## config.mk

```make
export PLATFORM = sky130hd
export DESIGN_NAME = lenv_ofifo
export DESIGN_NICKNAME = d
export VERILOG_FILES = /design/src/rtl/core/lenv_pkg.sv /design/src/rtl/core/lenv_ofifo.sv
export SDC_FILE = /design/constraint.sdc
export NUM_CORES = 1
export LEC_CHECK = 0
export ABC_AREA = 1
export BUFFER_PORTS_ARGS = -buffer_cell sky130_fd_sc_hd__buf_2
export CORE_ASPECT_RATIO = 1.4
export CORE_MARGIN = 1.5
export CORE_UTILIZATION = 55
export CTS_CLUSTER_SIZE = 25
export DETAILED_ROUTE_END_ITERATION = 10
export PLACE_DENSITY = 0.76
export RECOVER_POWER = 25
export REMOVE_ABC_BUFFERS = 1
export SLEW_MARGIN = 20
export SYNTH_ARGS = -nofsm -noshare
export SYNTH_HDL_FRONTEND = slang
export SYNTH_SLANG_ARGS = --single-unit
```

## constraint.sdc

```tcl
create_clock -name clk -period 3.55 [get_ports clk]
set_input_delay 0.71 -clock clk [delete_from_list [all_inputs] [get_ports clk]]
set_output_delay 0.71 -clock clk [all_outputs]
set_load 0.01 [all_outputs]
```

## src/rtl/core/lenv_pkg.sv

```systemverilog
// lenv_pkg: shared types, constants and the hash output mapping for the
// linear environment bank. No dependencies.
`default_nettype none
package lenv_pkg;

  localparam int ENV_COUNT_DEF = 64;
  localparam int OBS_DIM_DEF   = 16;
  localparam int ACT_DIM_DEF   = 8;
  localparam int LANES         = 2;
  localparam int MAX_OUT       = 16;
  localparam int OFIFO_DEPTH   = 8;
  localparam int ACC_W         = 25;

  localparam logic [31:0] C_ENV = 32'd73856093;
  localparam logic [31:0] C_DIM = 32'd19349663;
  localparam logic [31:0] C_MIX = 32'd2654435761;

  localparam logic signed [22:0] REWARD_MIN = -23'sd4194304;
  localparam logic [ACC_W-1:0]   COST_MAX   = 25'd4194304;

  localparam logic OP_STEP  = 1'b0;
  localparam logic OP_RESET = 1'b1;

  localparam logic [1:0] CFG_DECAY = 2'd0;
  localparam logic [1:0] CFG_FORCE = 2'd1;
  localparam logic [1:0] CFG_LIMIT = 2'd2;

  typedef enum logic [2:0] {
    ST_IDLE,
    ST_STEP,
    ST_STEP_WAIT,
    ST_HASH,
    ST_HASH_WAIT
  } seq_state_t;

  typedef struct packed {
    logic       valid;
    logic [5:0] dim;
    logic [5:0] env;
  } step_tag_t;

  typedef struct packed {
    logic fin;
    logic hold;
    logic take;
  } merge_stat_t;

  typedef struct packed {
    logic [5:0]         env;
    logic [3:0]         dim;
    logic signed [15:0] state;
    logic signed [22:0] reward;
    logic               done;
    logic               last;
  } result_t;

  // final mixing step and map of the low 16 bits to about +-0.1
  function automatic logic signed [15:0] hash_map(input logic [31:0] h);
    logic [31:0]        x;
    logic signed [17:0] t;
    logic signed [27:0] p;
    x = h ^ (h >> 16);
    t = $signed({1'b0, x[15:0], 1'b0}) - 18'sd65535;
    p = $signed({{10{t[17]}}, t}) * 28'sd410;
    return 16'(p >>> 16);
  endfunction

endpackage
`default_nettype wire

```

## src/rtl/core/lenv_ofifo.sv

```systemverilog
// lenv_ofifo: small result queue in front of the output channel.
// Depends on lenv_pkg.
`default_nettype none
module lenv_ofifo #(
  parameter int DEPTH = 8
) (
  input  wire                clk,
  input  wire                rst_n,
  input  wire                push,
  input  wire lenv_pkg::result_t push_data,
  input  wire                pop,
  output lenv_pkg::result_t  head,
  output logic [$clog2(DEPTH+1)-1:0] cnt
);
  import lenv_pkg::*;

  localparam int PW = (DEPTH > 1) ? $clog2(DEPTH) : 1;
  localparam int CW = $clog2(DEPTH + 1);

  result_t         q [DEPTH];
  logic [PW-1:0]   wp_r, rp_r;
  logic [CW-1:0]   cnt_r;

  always_ff @(posedge clk) begin
    if (!rst_n) begin
      wp_r  <= '0;
      rp_r  <= '0;
      cnt_r <= '0;
    end else begin
      if (push) begin
        wp_r <= (int'(wp_r) == DEPTH - 1) ? '0 : wp_r + 1'b1;
      end
      if (pop) begin
        rp_r <= (int'(rp_r) == DEPTH - 1) ? '0 : rp_r + 1'b1;
      end
      cnt_r <= cnt_r + CW'(push) - CW'(pop);
    end
  end

  always_ff @(posedge clk) begin
    if (push) begin
      q[wp_r] <= push_data;
    end
  end

  assign head = q[rp_r];
  assign cnt  = cnt_r;

endmodule
`default_nettype wire

```

* Yosys cells after proc, flatten, opt, wreduce, memory -nomap -nowiden
Memories as Yosys holds them, arrays and structs flattened. A register that Yosys moved wholly into a read port is not among the register bits. Cells that the tools add are included.
Operators by class: add/sub/neg operators 4, equality and inequality tests 2, multiplexer cells 6
Operators by type and width (count):
- 3-bit two-way mux | 4
- 3-bit by 1-bit adder with 3-bit output (second input constant) | 2
- 3-bit by 1-bit equality test with 1-bit output (second input constant) | 2
- 4-bit by 1-bit adder with 4-bit output | 1
- 4-bit by 1-bit subtractor with 4-bit output | 1
- 1-bit two-way mux | 2
Storage, ports and cells: register bits 10, memory bits (writable) 408, input port bits 55, output and inout port bits 55, word-level logic and storage cells 16, memories 1
Memory list:
- q | depth 8, bits a word 51, rd ports 1, clocked after Yosys merged registers in 1, write ports 1, RTL line lenv_ofifo.sv:20 | result_t q [DEPTH];

* Longest topological paths before layout
depth in word-level cells 4, mapped depth 9, mapped depth without buffers 9

* Worst setup path after synthesis
No wires, ideal clock.
path type input to register, start input push, end memory q[1][0] (netlist bit), enable pin, arrival time 2977 ps, setup slack 113 ps, stages 2, cells stage by stage nand2_1 nor2_1
Between the ends: word-level cells in the longest chain between the ends 2
RTL lines:
- from (decl) | RTL line lenv_ofifo.sv:9 | input wire push,
- 1-bit two-way mux | RTL line lenv_ofifo.sv:41 | if (push) begin
- 1-bit two-way mux (implied by the code) | RTL line lenv_ofifo.sv:42 | q[wp_r] <= push_data;
- to (decl) | RTL line lenv_ofifo.sv:20
No other way between the ends.

==> impl_metrics.sql <==
INSERT INTO impl_metrics (metric_group, metric, value, unit) VALUES
('run_status', 'outcome', 'finished clean', ''),
('clocking', 'cts-resized-gates', '0', ''),
('layout', 'design_area', '20700', 'µm²'),
('critical_path', 'timing.setup.critical_path_class', 'flip-flop to primary output', ''),
('floorplanning', 'dieArea', '34700', 'µm²'),
('critical_path', 'endpoint', 'head[3]', ''),
('sta', 'clock.fmax', '0.298', 'GHz'),
('power', 'power_frac_clock', '39.1', '%'),
('sta', 'fin_worst_skew', '0.0124', 'ns'),
('clocking', 'cts.repair_timing.setup_buffer_count', '0', ''),
('layout', 'layout-drive-gt1-share', '8.65', '%'),
('floorplanning', 'starting_density', '55.7', '%'),
('route', 'length_of_the_first_detailed_routing_pass_in_iterations', '5', ''),
('floorplanning', 'die_width', '158', 'µm'),
('route', 'vias', '12100', ''),
('power', 'pwr-share-comb', '10.0', '%'),
('sta', 'setup_viol', '0', ''),
('logic_synthesis', 'seq_cells_post_synth', '421', ''),
('clocking', 'clock_latency', '0.54', 'ns'),
('critical_path', 'r2r.worst_path.cells', '3', ''),
('sta', 'holdWs', '0.444', 'ns'),
('layout', 'area_growth', '12.3', '%'),
('clocking', 'cts_num_sinks', '421', ''),
('critical_path', 'cp.required', '2.84', 'ns'),
('route', 'wirelength', '39400', 'µm'),
('logic_synthesis', 'synthesis.area_per_instance', '9.99', 'µm²'),
('logic_synthesis', 'yosysUniqueCellTypes', '20', ''),
('floorplanning', 'design.portCount', '110', ''),
('critical_path', 'timing.critical_path.from_type', 'flip-flop', ''),
('logic_synthesis', 'synthesis.instances', '1847', ''),
('power', 'intPower', '8.58', 'mW'),
('logic_synthesis', 'ys.warnings.count', '0', ''),
('clocking', 'cts_inserted_buffers', '39', ''),
('power', 'power_density', '537', 'nW/µm²'),
('floorplanning', 'fp-row-count', '79', ''),
('power', 'share_seq_of_total_power', '50.9', '%'),
('clocking', 'clk_pin_slew', '0.06', 'ns'),
('critical_path', 'worst_r2r_startpoint', 'wp_r[0]$_SDFFE_PN0P_', ''),
('sta', 'timing.final.crit_share', '94.6', '%'),
('layout', 'regArea', '12500', 'µm²'),
('critical_path', 'data_arrival_time_at_the_worst_slack_endpoint', '2.65', 'ns'),
('route', 'drtIter0Drc', '1096', ''),
('route', 'drt_drc_violations_left', '0', ''),
('route', 'postRouteAntennaNets', '0', ''),
('sta', 'fin_setup_tns', '0', 'ns'),
('sta', 'worst_slew_margin', '47.1', '%'),
('route', 'wl_per_cell', '16.3', 'µm'),
('global_route', 'grt_antenna_before_repair', '8', ''),
('layout', 'finish.net_count', '2007', ''),
('run', 'max_cap_viol_count', '0', ''),
('power', 'p_switching', '2.53', 'mW'),
('critical_path', 'worst_r2r_dst', 'q[1][29]$_DFFE_PP_', ''),
('layout', 'final_core_utilization', '62.6', '%'),
('sta', 'report.final.hold_viol_count', '0', ''),
('critical_path', 'critical-path-max-stage-delay', '0.69', 'ns'),
('sta', 'final_period_minus_worst_setup_slack', '3.36', 'ns'),
('clocking', 'ctsHoldBuffers', '0', ''),
('sta', 'max_slew.worst_pin.slew', '0.793', 'ns'),
('layout', 'multi_input_area', '3890', 'µm²'),
('global_route', 'largest_net_degree_at_the_start_of_global_routing', '103', ''),
('clocking', 'tritoncts', 'done', ''),
('route', 'vias_per_cell', '5.00', ''),
('clocking', 'clk_path_buf_depth', '3', ''),
('clocking', 'cts_htree_levels', '2', ''),
('floorplanning', 'design.core.area', '33100', 'µm²'),
('critical_path', 'crit_path_max_fanout', '64', ''),
('sta', 'grt_setup_unrepaired', 'false', ''),
('worst_hold_path', 'worst_hold_path_type', 'primary input to flip-flop', ''),
('power', 'p_total', '11.1', 'mW'),
('critical_path', 'crit_path_end_kind', 'primary output', ''),
('global_route', 'grt_pass1_vias', '12100', '');
-- layout make-up --
cell class / instances / share of cell area (%)
sequential: 421 / 60.4
tap: 445 / 2.69
timing repair buffer: 133 / 3.91
inverter: 426 / 7.75
clock inverter: 14 / 1.21
multi-input combinational: 922 / 18.8
clock buffer: 50 / 5.16
antenna: 6 / 0.0725
-- power groups by stage --
| stage | registers, mW | clock network, mW | logic (mW) |
|---|---|---|---|
| final | 5.65 | 4.35 | 1.11 |
| after floorplan | 5.81 | 0 | 0.632 |
| after CTS | 5.65 | 4.41 | 1.13 |
| after global routing | 5.66 | 4.60 | 1.26 |
| after global placement | 5.75 | 0 | 1.08 |
| after detailed placement | 5.76 | 0 | 1.12 |
-- worst max-delay path: cells and delay by family (launching register included) --
kind | cells | cell delay, ns
AND/OR/NAND/NOR | 5 | 0.54
buffers and inverters | 2 | 0.83
flip-flops | 1 | 0.69
-- cell families after synthesis --
kind of cell / after synthesis / share of synthesized area (%)
fa+ha+maj: 9 / 0.651
xor+xnor: 1 / 0.0475
compound gates: 9 / 0.258
buf+inv: 504 / 11.5
simple gates: 903 / 19.8
flops: 421 / 67.8
-- synthesized netlist by cell type --
master | number | area (µm²)
sky130_fd_sc_hd__fa_1 | 1 | 20.0
sky130_fd_sc_hd__inv_1 | 424 | 1590
sky130_fd_sc_hd__nand2_1 | 682 | 2560
sky130_fd_sc_hd__ha_1 | 8 | 100
sky130_fd_sc_hd__buf_4 | 8 | 60.1
sky130_fd_sc_hd__edfxtp_1 | 408 | 12300
sky130_fd_sc_hd__or2_2 | 1 | 6.26
sky130_fd_sc_hd__a21oi_1 | 6 | 30.0
sky130_fd_sc_hd__nand3_1 | 206 | 1030
sky130_fd_sc_hd__clkinv_1 | 1 | 3.75
sky130_fd_sc_hd__o21ai_0 | 2 | 10.0
sky130_fd_sc_hd__buf_2 | 37 | 185
sky130_fd_sc_hd__dfxtp_1 | 13 | 260
sky130_fd_sc_hd__nor2_1 | 14 | 52.6
sky130_fd_sc_hd__inv_4 | 1 | 6.26
sky130_fd_sc_hd__xnor2_1 | 1 | 8.76
sky130_fd_sc_hd__o21a_1 | 1 | 7.51
sky130_fd_sc_hd__buf_1 | 1 | 3.75
sky130_fd_sc_hd__clkbuf_1 | 13 | 48.8
sky130_fd_sc_hd__buf_6 | 19 | 214
-- routing by layer --
| metal | wire length, µm | track usage [%] | share of wire, % | vias to the layer above |
|---|---|---|---|---|
| li1 | - | - | - | 5915 |
| met1 | 15100 | 28.8 | 38 | 5680 |
| met2 | 20600 | 41.5 | 52 | 388 |
| met3 | 2390 | 3.38 | 6.1 | 91 |
| met4 | 1300 | 10.5 | 3.3 | 4 |
| met5 | 25 | 0 | 0.063 | - |
-- worst min-delay path by stage --
stage                          from            endpoint  cells past startpoint
6_report              push_data[29]  q[2][29]$_DFFE_PP_                      1
5_1_grt                push_data[3]   q[4][3]$_DFFE_PP_                      1
4_1_cts               push_data[10]  q[0][10]$_DFFE_PP_                      1
3_5_place_dp   rp_r[1]$_SDFFE_PN0P_           flip-flop                      2
3_3_place_gp   rp_r[1]$_SDFFE_PN0P_           flip-flop                      2
2_1_floorplan  rp_r[1]$_SDFFE_PN0P_           flip-flop                      2
-- layout by cell type, fill, tap and decap left out, drive strengths merged, types with 2 or more instances in the layout --
cell / instances
a21oi: 6
buf: 100
bufinv: 7
clkbuf: 83
clkinv: 7
dfxtp: 13
diode: 6
edfxtp: 408
ha: 8
inv: 426
nand2: 682
nand3: 206
nor2: 14
o21ai: 2
-- through the flow --
step	setup WS, ns	cells
final	0.190	2417
after global routing	0.0506	2416
after CTS	0.188	2411
after detailed placement	0.807	2347
after global placement	0.882	2347
after floorplan	-3.25	1769
-- sequential cells by signal (all words and copies together), names as in the netlist, named ones only --
signal and cells:
cnt 4, q 408, rp_r 3, wp_r 3
Power figures use the tool's default switching activity.
