`src/rtl/core/lenv_pkg.sv`:
```
// lenv_pkg: shared types, constants and the hash output mapping for the
// linear environment bank. No dependencies.
`default_nettype none
package lenv_pkg;

  localparam int ENV_COUNT_DEF = 64;
  localparam int OBS_DIM_DEF   = 16;
  localparam int ACT_DIM_DEF   = 8;
  localparam int LANES         = 2;
  localparam int MAX_OUT       = 16;
  localparam int OFIFO_DEPTH   = 8;
  localparam int ACC_W         = 25;

  localparam logic [31:0] C_ENV = 32'd73856093;
  localparam logic [31:0] C_DIM = 32'd19349663;
  localparam logic [31:0] C_MIX = 32'd2654435761;

  localparam logic signed [22:0] REWARD_MIN = -23'sd4194304;
  localparam logic [ACC_W-1:0]   COST_MAX   = 25'd4194304;

  localparam logic OP_STEP  = 1'b0;
  localparam logic OP_RESET = 1'b1;

  localparam logic [1:0] CFG_DECAY = 2'd0;
  localparam logic [1:0] CFG_FORCE = 2'd1;
  localparam logic [1:0] CFG_LIMIT = 2'd2;

  typedef enum logic [2:0] {
    ST_IDLE,
    ST_STEP,
    ST_STEP_WAIT,
    ST_HASH,
    ST_HASH_WAIT
  } seq_state_t;

  typedef struct packed {
    logic       valid;
    logic [5:0] dim;
    logic [5:0] env;
  } step_tag_t;

  typedef struct packed {
    logic fin;
    logic hold;
    logic take;
  } merge_stat_t;

  typedef struct packed {
    logic [5:0]         env;
    logic [3:0]         dim;
    logic signed [15:0] state;
    logic signed [22:0] reward;
    logic               done;
    logic               last;
  } result_t;

  // final mixing step and map of the low 16 bits to about +-0.1
  function automatic logic signed [15:0] hash_map(input logic [31:0] h);
    logic [31:0]        x;
    logic signed [17:0] t;
    logic signed [27:0] p;
    x = h ^ (h >> 16);
    t = $signed({1'b0, x[15:0], 1'b0}) - 18'sd65535;
    p = $signed({{10{t[17]}}, t}) * 28'sd410;
    return 16'(p >>> 16);
  endfunction

endpackage
`default_nettype wire

```
`src/rtl/core/lenv_merge.sv`:
```
// lenv_merge: combines the lane results, accumulates the reward, holds the
// last emitted beat until the sum is complete. Depends on lenv_pkg.
`default_nettype none
module lenv_merge #(
  parameter int OBS_DIM = 16
) (
  input  wire                    clk,
  input  wire                    rst_n,
  input  wire lenv_pkg::step_tag_t lane_tag [lenv_pkg::LANES],
  input  wire  signed [15:0]     lane_val [lenv_pkg::LANES],
  input  wire  [14:0]            limit,
  input  wire                    ack_push,
  output logic                   push,
  output lenv_pkg::result_t      push_data,
  output lenv_pkg::merge_stat_t  stat
);
  import lenv_pkg::*;

  localparam int NOUT = (OBS_DIM < MAX_OUT) ? OBS_DIM : MAX_OUT;

  step_tag_t          sel_tag;
  logic signed [15:0] sel_val;

  logic [30:0]        sq_r;
  logic               sq_v_r, sq_first_r, sq_last_r;
  logic [ACC_W-1:0]   acc_r;
  logic               fin_r;
  logic               hold_r;
  result_t            held_r;
  logic [15:0]        first_abs_r;
  logic signed [22:0] reward;

  always_comb begin
    sel_tag = '0;
    sel_val = '0;
    for (int l = 0; l < LANES; l++) begin
      if (lane_tag[l].valid) begin
        sel_tag = lane_tag[l];
        sel_val = lane_val[l];
      end
    end
  end

  always_ff @(posedge clk) begin
    if (!rst_n) begin
      sq_v_r <= 1'b0;
      fin_r  <= 1'b0;
      hold_r <= 1'b0;
    end else begin
      sq_v_r <= sel_tag.valid;
      fin_r  <= sq_v_r && sq_last_r;
      if (sel_tag.valid && int'(sel_tag.dim) == NOUT - 1) begin
        hold_r <= 1'b1;
      end else if (fin_r) begin
        hold_r <= 1'b0;
      end
    end
  end

  always_ff @(posedge clk) begin
    sq_r       <= 31'(sel_val * sel_val);
    sq_first_r <= (sel_tag.dim == 6'd0);
    sq_last_r  <= (int'(sel_tag.dim) == OBS_DIM - 1);
    if (sq_v_r) begin
      if (sq_first_r) begin
        acc_r <= ACC_W'(sq_r >> 12);
      end else begin
        acc_r <= acc_r + ACC_W'(sq_r >> 12);
      end
    end
    if (sel_tag.valid && sel_tag.dim == 6'd0) begin
      first_abs_r <= sel_val[15] ? 16'(-{sel_val[15], sel_val}) : 16'(sel_val);
    end
    if (sel_tag.valid && int'(sel_tag.dim) == NOUT - 1) begin
      held_r.env    <= sel_tag.env;
      held_r.dim    <= sel_tag.dim[3:0];
      held_r.state  <= sel_val;
      held_r.reward <= '0;
      held_r.done   <= 1'b0;
      held_r.last   <= 1'b1;
    end
  end

  always_comb begin
    if (acc_r > COST_MAX) begin
      reward = REWARD_MIN;
    end else begin
      reward = 23'(ACC_W'(0) - acc_r);
    end
  end

  always_comb begin
    push      = 1'b0;
    push_data = '0;
    if (fin_r) begin
      push             = 1'b1;
      push_data        = held_r;
      push_data.reward = reward;
      push_data.done   = first_abs_r > {1'b0, limit};
    end else if (sel_tag.valid && int'(sel_tag.dim) < NOUT - 1) begin
      push            = 1'b1;
      push_data.env   = sel_tag.env;
      push_data.dim   = sel_tag.dim[3:0];
      push_data.state = sel_val;
    end else if (ack_push) begin
      // reset acknowledge beat
      push           = 1'b1;
      push_data.last = 1'b1;
    end
  end

  assign stat.fin  = fin_r;
  assign stat.hold = hold_r;
  assign stat.take = sel_tag.valid;

endmodule
`default_nettype wire

```
`config.mk`:
```
export PLATFORM = sky130hd
export DESIGN_NAME = lenv_merge
export DESIGN_NICKNAME = d
export VERILOG_FILES = /design/src/rtl/core/lenv_pkg.sv /design/src/rtl/core/lenv_merge.sv
export SDC_FILE = /design/constraint.sdc
export NUM_CORES = 1
export LEC_CHECK = 0
export BUFFER_PORTS_ARGS = -buffer_cell sky130_fd_sc_hd__buf_2
export CAP_MARGIN = 20
export CORE_ASPECT_RATIO = 2
export CORE_MARGIN = 3
export CORE_UTILIZATION = 40
export DETAILED_ROUTE_END_ITERATION = 6
export GPL_TIMING_DRIVEN = 0
export PLACE_DENSITY = 0.57
export SLEW_MARGIN = 20
export SYNTH_ARGS = -nofsm -noshare
export SYNTH_HDL_FRONTEND = slang
export SYNTH_SLANG_ARGS = --single-unit
```
`constraint.sdc`:
```
create_clock -name clk -period 13.3 [get_ports clk]
set_input_delay 2.66 -clock clk [delete_from_list [all_inputs] [get_ports clk]]
set_output_delay 2.66 -clock clk [all_outputs]
set_load 0.05 [all_outputs]
```
Yosys cells after proc, flatten, opt, wreduce, memory -nomap -nowiden
Cells that the tools add are included. Widths: inputs -> output; s select.

Memories kept: 0. Register bits: 103. Input port bits: 76. RAM bits: 0. Bits in latches: 0. Bits in read-only memories: 0. Logic and storage cells: 44. Output and inout port bits: 55.

Muxes and demuxes: 17. Shift operators: 0. Reduce and logical (&&, ||, !) cells: 6. Multiply operators: 1. Equal/unequal tests: 1. Magnitude comparators: 3. Divide/modulo/power cells: 0. $add $sub $neg: 3. Bitwise gates (word level): 0.

Operator list (number): $mux 26 (2); $mux 16 (2); $mul 16x16->31 (1); $mux 13 (2); $add 25x19->25 (1); $gt 25x23->1 const B (1); $mux 24 (1); $mux 23 (1); $sub 1x23->23 const A (1); $mux 19 (1); $gt 16x15->1 (1); $neg 16->16 (1); $mux 15 (1); $mux 1 (7); $eq 6x5->1 const B (1); $logic_not 6->1 (1); $lt 6x4->1 const B (1); $logic_and 1x1->1 (4); $reduce_bool 2->1 (1).

Longest topological paths before layout
Depth in word-level cells: 6. Mapped depth: 28.

Worst setup path after synthesis
OpenSTA, ideal clock, no wires.

Path kind: input to register. From: input lane_tag[12] in the netlist's numbering. To: register sq_r[30]. Stages on the path: 25. Setup time: 132 ps. Path slack: 3590 ps. Data arrival time: 9578 ps. Path through: clkbuf_1 clkbuf_1 clkbuf_1 a22oi_1 inv_1 clkbuf_1 nand2_1 fa_1 fa_1 fa_1 inv_1 fa_1 fa_1 inv_1 fa_1 inv_1 ha_1 o21ai_0 a21oi_1 a221o_1 a21oi_1 o21ai_1 a311o_1 a2111oi_0 nor3b_1.

Word-level cells in the longest chain between the ends: 2.

RTL lines: from (decl) (RTL line lenv_merge.sv:9) `input wire lenv_pkg::step_tag_t lane_tag [lenv_pkg::LANES],`; $mux 16 (RTL line lenv_merge.sv:37) `if (lane_tag[l].valid) begin`; net sel_val[5] (RTL line lenv_merge.sv:22) `logic signed [15:0] sel_val;`; $mul 16x16->31 (RTL line lenv_merge.sv:61) `sq_r <= 31'(sel_val * sel_val);`; to (signal assigned) (RTL line lenv_merge.sv:61); to (decl) (RTL line lenv_merge.sv:24) `logic [30:0] sq_r;`.

The timed path passes the listed nets, and every way through them passes these cells. A chain may end at the register's enable or synchronous reset.

Worst setup path after layout
Ends and elaborated chain as after synthesis.

==> results.yml <==
outcome:
  status: "finished clean"
worst_setup_path:
  worstPathRequired_ns: 13.53
  startpoint_type: "input port"
  crit_family: "adder cells"
  end_kind: "register"
  critPathBufInv: 10
  crit_top_cell: "fa_1"
  max_stage_delay_ns: 0.58
  slowest_stage: "clkbuf_1"
  path_class: "input port to register"
  cp_max_fo: 10
  reg2regPathDepth: 11
  worstReg2RegStart: "acc_r[0]$_DFFE_PP_"
  rrSetupSlack_ns: 9.74
  critical_path_arrival_ns: 11.76
  r2r_end: "acc_r[24]$_SDFFCE_PP0P_"
floorplan:
  initial_core_util_pct: 40.58
  die_y_um: 270.0
  coreArea_sq_um: 34350
  dieArea_sq_um: 37270
  die_w_um: 138.0
  ios: 131
  rows: 96
drt:
  dr.first_iter.drc_count: 511
  drc: 0
  vias: 10760
  avgViaCountPerCell: 5.115
  first_pass_iters: 5
  ant_nets: 0
  wirelength_um: 38320
  wire_per_inst_um: 18.21
power_and_ir_drop:
  internal-power_mw: 1.769
  switchingPower_mw: 1.711
  switching_share_pct: 49.16
  combPwrFrac_pct: 77.7
  vdd_ir_drop_max_uv: 271.9
  power.leakage_nw: 7.671
  pwr-share-clk_pct: 7.1
  power_frac_seq_pct: 15.2
  powerDensity_nw_per_um2: 224.9
synthesis:
  syn_area_sq_um: 13940
  synthCells: 1513
  syn_avg_cell_area_sq_um: 9.215
  synth-main-ff-cell: "edfxtp_1"
  syn-num-nets: 1938
  synthArstFlopShare_pct: 0
  ys_seq_area_share_pct: 17.88
  ys_warn_count: 0
  synth-edff-count: 67
  ys_ff_latch: 91
  synth_cell_types: 65
timing:
  skew_ns: 0.007305
  worst_pin_slew_ns: 0.8120
  max_freq_mhz: 86.76
  fin_crit_ns: 11.53
  hold_viol: 0
  finalMaxSlewViolations: 0
  setup_viol: 0
  rsz0062_at_grt: "no"
  period_share_pct: 86.66
  slew_headroom_pct: 45.54
  finalSetupTns_ns: 0
finish:
  fin_cells: 2104
  nets: 2083
  diodes: 0
  drive_above_1_share_pct: 10.52
  area_growth_pct: 10.97
  final.fill_count: 3511
  layout_common_cells: "inv_1 (365), fa_1 (230), nand2_1 (143)"
  layout_commonest_cell: "inv_1"
cts:
  cts-root-buf: "clkbuf_16"
  cts_tree: "built"
  ctsHoldBuffers: 0
  cts_inserted_buffers: 9
  clockBufferDepth: 2
  insertion_delay_ns: 0.37
  cts.sinks: 91
  postCtsSetupBuffers: 0
  ctsResizeCount: 0
  clk_pin_slew_ns: 0.07
  ctsHtreeMaxLevel: 3
placement:
  place_inst: 2088
  portBuffers: 130
  hpwl_um: 32530
  gp_congestion: 0.8910
job:
  maxCapViolCount: 0
grt:
  grt_pass1_wl_um: 62620
  grt_max_degree: 27
  antenna_found_initial: 1
  grt_overflow: 0
  first_global_vias: 12200
  grtUsageTotal_pct: 21.45
worst_hold_path:
  worstHoldPathType: "register to register"
  holdPathEnd: "fin_r$_SDFF_PN0_"
  hold_depth: 1
  hp-start: "sq_last_r$_DFF_P_"
-- synthesized netlist by cell type, types with 22 or more instances --
cell type,number,area [sq um]
o21ai_0,48,240.2
inv_1,365,1370
xor2_1,28,245.2
xnor2_1,51,446.7
fa_1,230,4604
a21o_1,28,210.2
ha_1,119,1489
a21oi_1,30,150.1
nand2_1,143,536.8
o31ai_1,22,165.2
edfxtp_1,67,2012
clkbuf_1,42,157.7
dfxtp_1,24,480.5
nor2_1,119,446.7
-- through the flow --
stage                     util (%)  worst slack (ns)  area [sq um]  hold slack [ns]  total power [mW]
after floorplan                  -             3.590         13940           0.4290             2.677
after global placement       44.09             1.519         15140           0.4899             3.227
after detailed placement     44.25             1.417         15200           0.4959             3.276
after CTS                    45.04             1.806         15470           0.5094             3.540
after global routing         45.04             1.106         15470           0.5182             3.960
final                        45.04             1.774         15470           0.5103             3.480
-- flip-flops by register name (all words and copies together), names as in the netlist --
signal and count:
first_abs_r 16, held_r 26, sq_last_r 1, sq_r 19, acc_r 25, fin_r 1, sq_first_r 1, hold_r 1
sq_v_r 1
-- how the worst max path moves through the flow --
stage | start | endpoint | slack [ns] | cells past startpoint
2_1_floorplan | lane_tag[12] | sq_r[30]$_DFF_P_ | 3.59 | 25
3_3_place_gp | lane_tag[12] | sq_r[30]$_DFF_P_ | 1.52 | 26
3_5_place_dp | lane_tag[12] | sq_r[30]$_DFF_P_ | 1.42 | 27
4_1_cts | lane_tag[12] | sq_r[30]$_DFF_P_ | 1.81 | 27
5_1_grt | lane_tag[12] | sq_r[30]$_DFF_P_ | 1.11 | 27
6_report | lane_tag[12] | sq_r[30]$_DFF_P_ | 1.77 | 27
-- power by group through the flow --
stage | clock (mW) | sequential [mW] | combinational [mW]
after floorplan | 0 | 0.505 | 2.17
after global placement | 0 | 0.535 | 2.69
after detailed placement | 0 | 0.536 | 2.74
after CTS | 0.252 | 0.530 | 2.76
after global routing | 0.260 | 0.540 | 3.16
final | 0.248 | 0.530 | 2.70
-- layout make-up --
class	instances	area, sq um	share of cell area (%)
plain buffers	50	202.7	1.310
clock buffers	10	229.0	1.480
clock inverters	6	41.29	0.2669
inverters	373	1400	9.050
multi-input cells	999	9854	63.70
flip-flops and latches	91	2494	16.12
well taps	441	551.8	3.567
repair buffers	134	698.2	4.513
-- kinds of logic (layout without fill, tap and decap cells) --
family | Yosys count | after routing | synth area share [%]
compound gates | 208 | 208 | 10.14
xor+xnor | 79 | 79 | 4.963
simple gates | 358 | 358 | 11.42
flops | 91 | 91 | 17.88
mux | 5 | 5 | 0.3948
buf+inv | 423 | 573 | 11.50
fa+ha+maj | 349 | 349 | 43.70
-- metal layers --
layer  vias to the layer above  routed length (um)  GRT usage [%]
met5                         -                   0              0
met1                      5321               12700          20.85
met2                       288               21770          42.10
met4                         0                2482          12.62
met3                       119                1366          2.870
li1                       5034                   -              -
No activity file was read; power rests on OpenSTA's default activity.
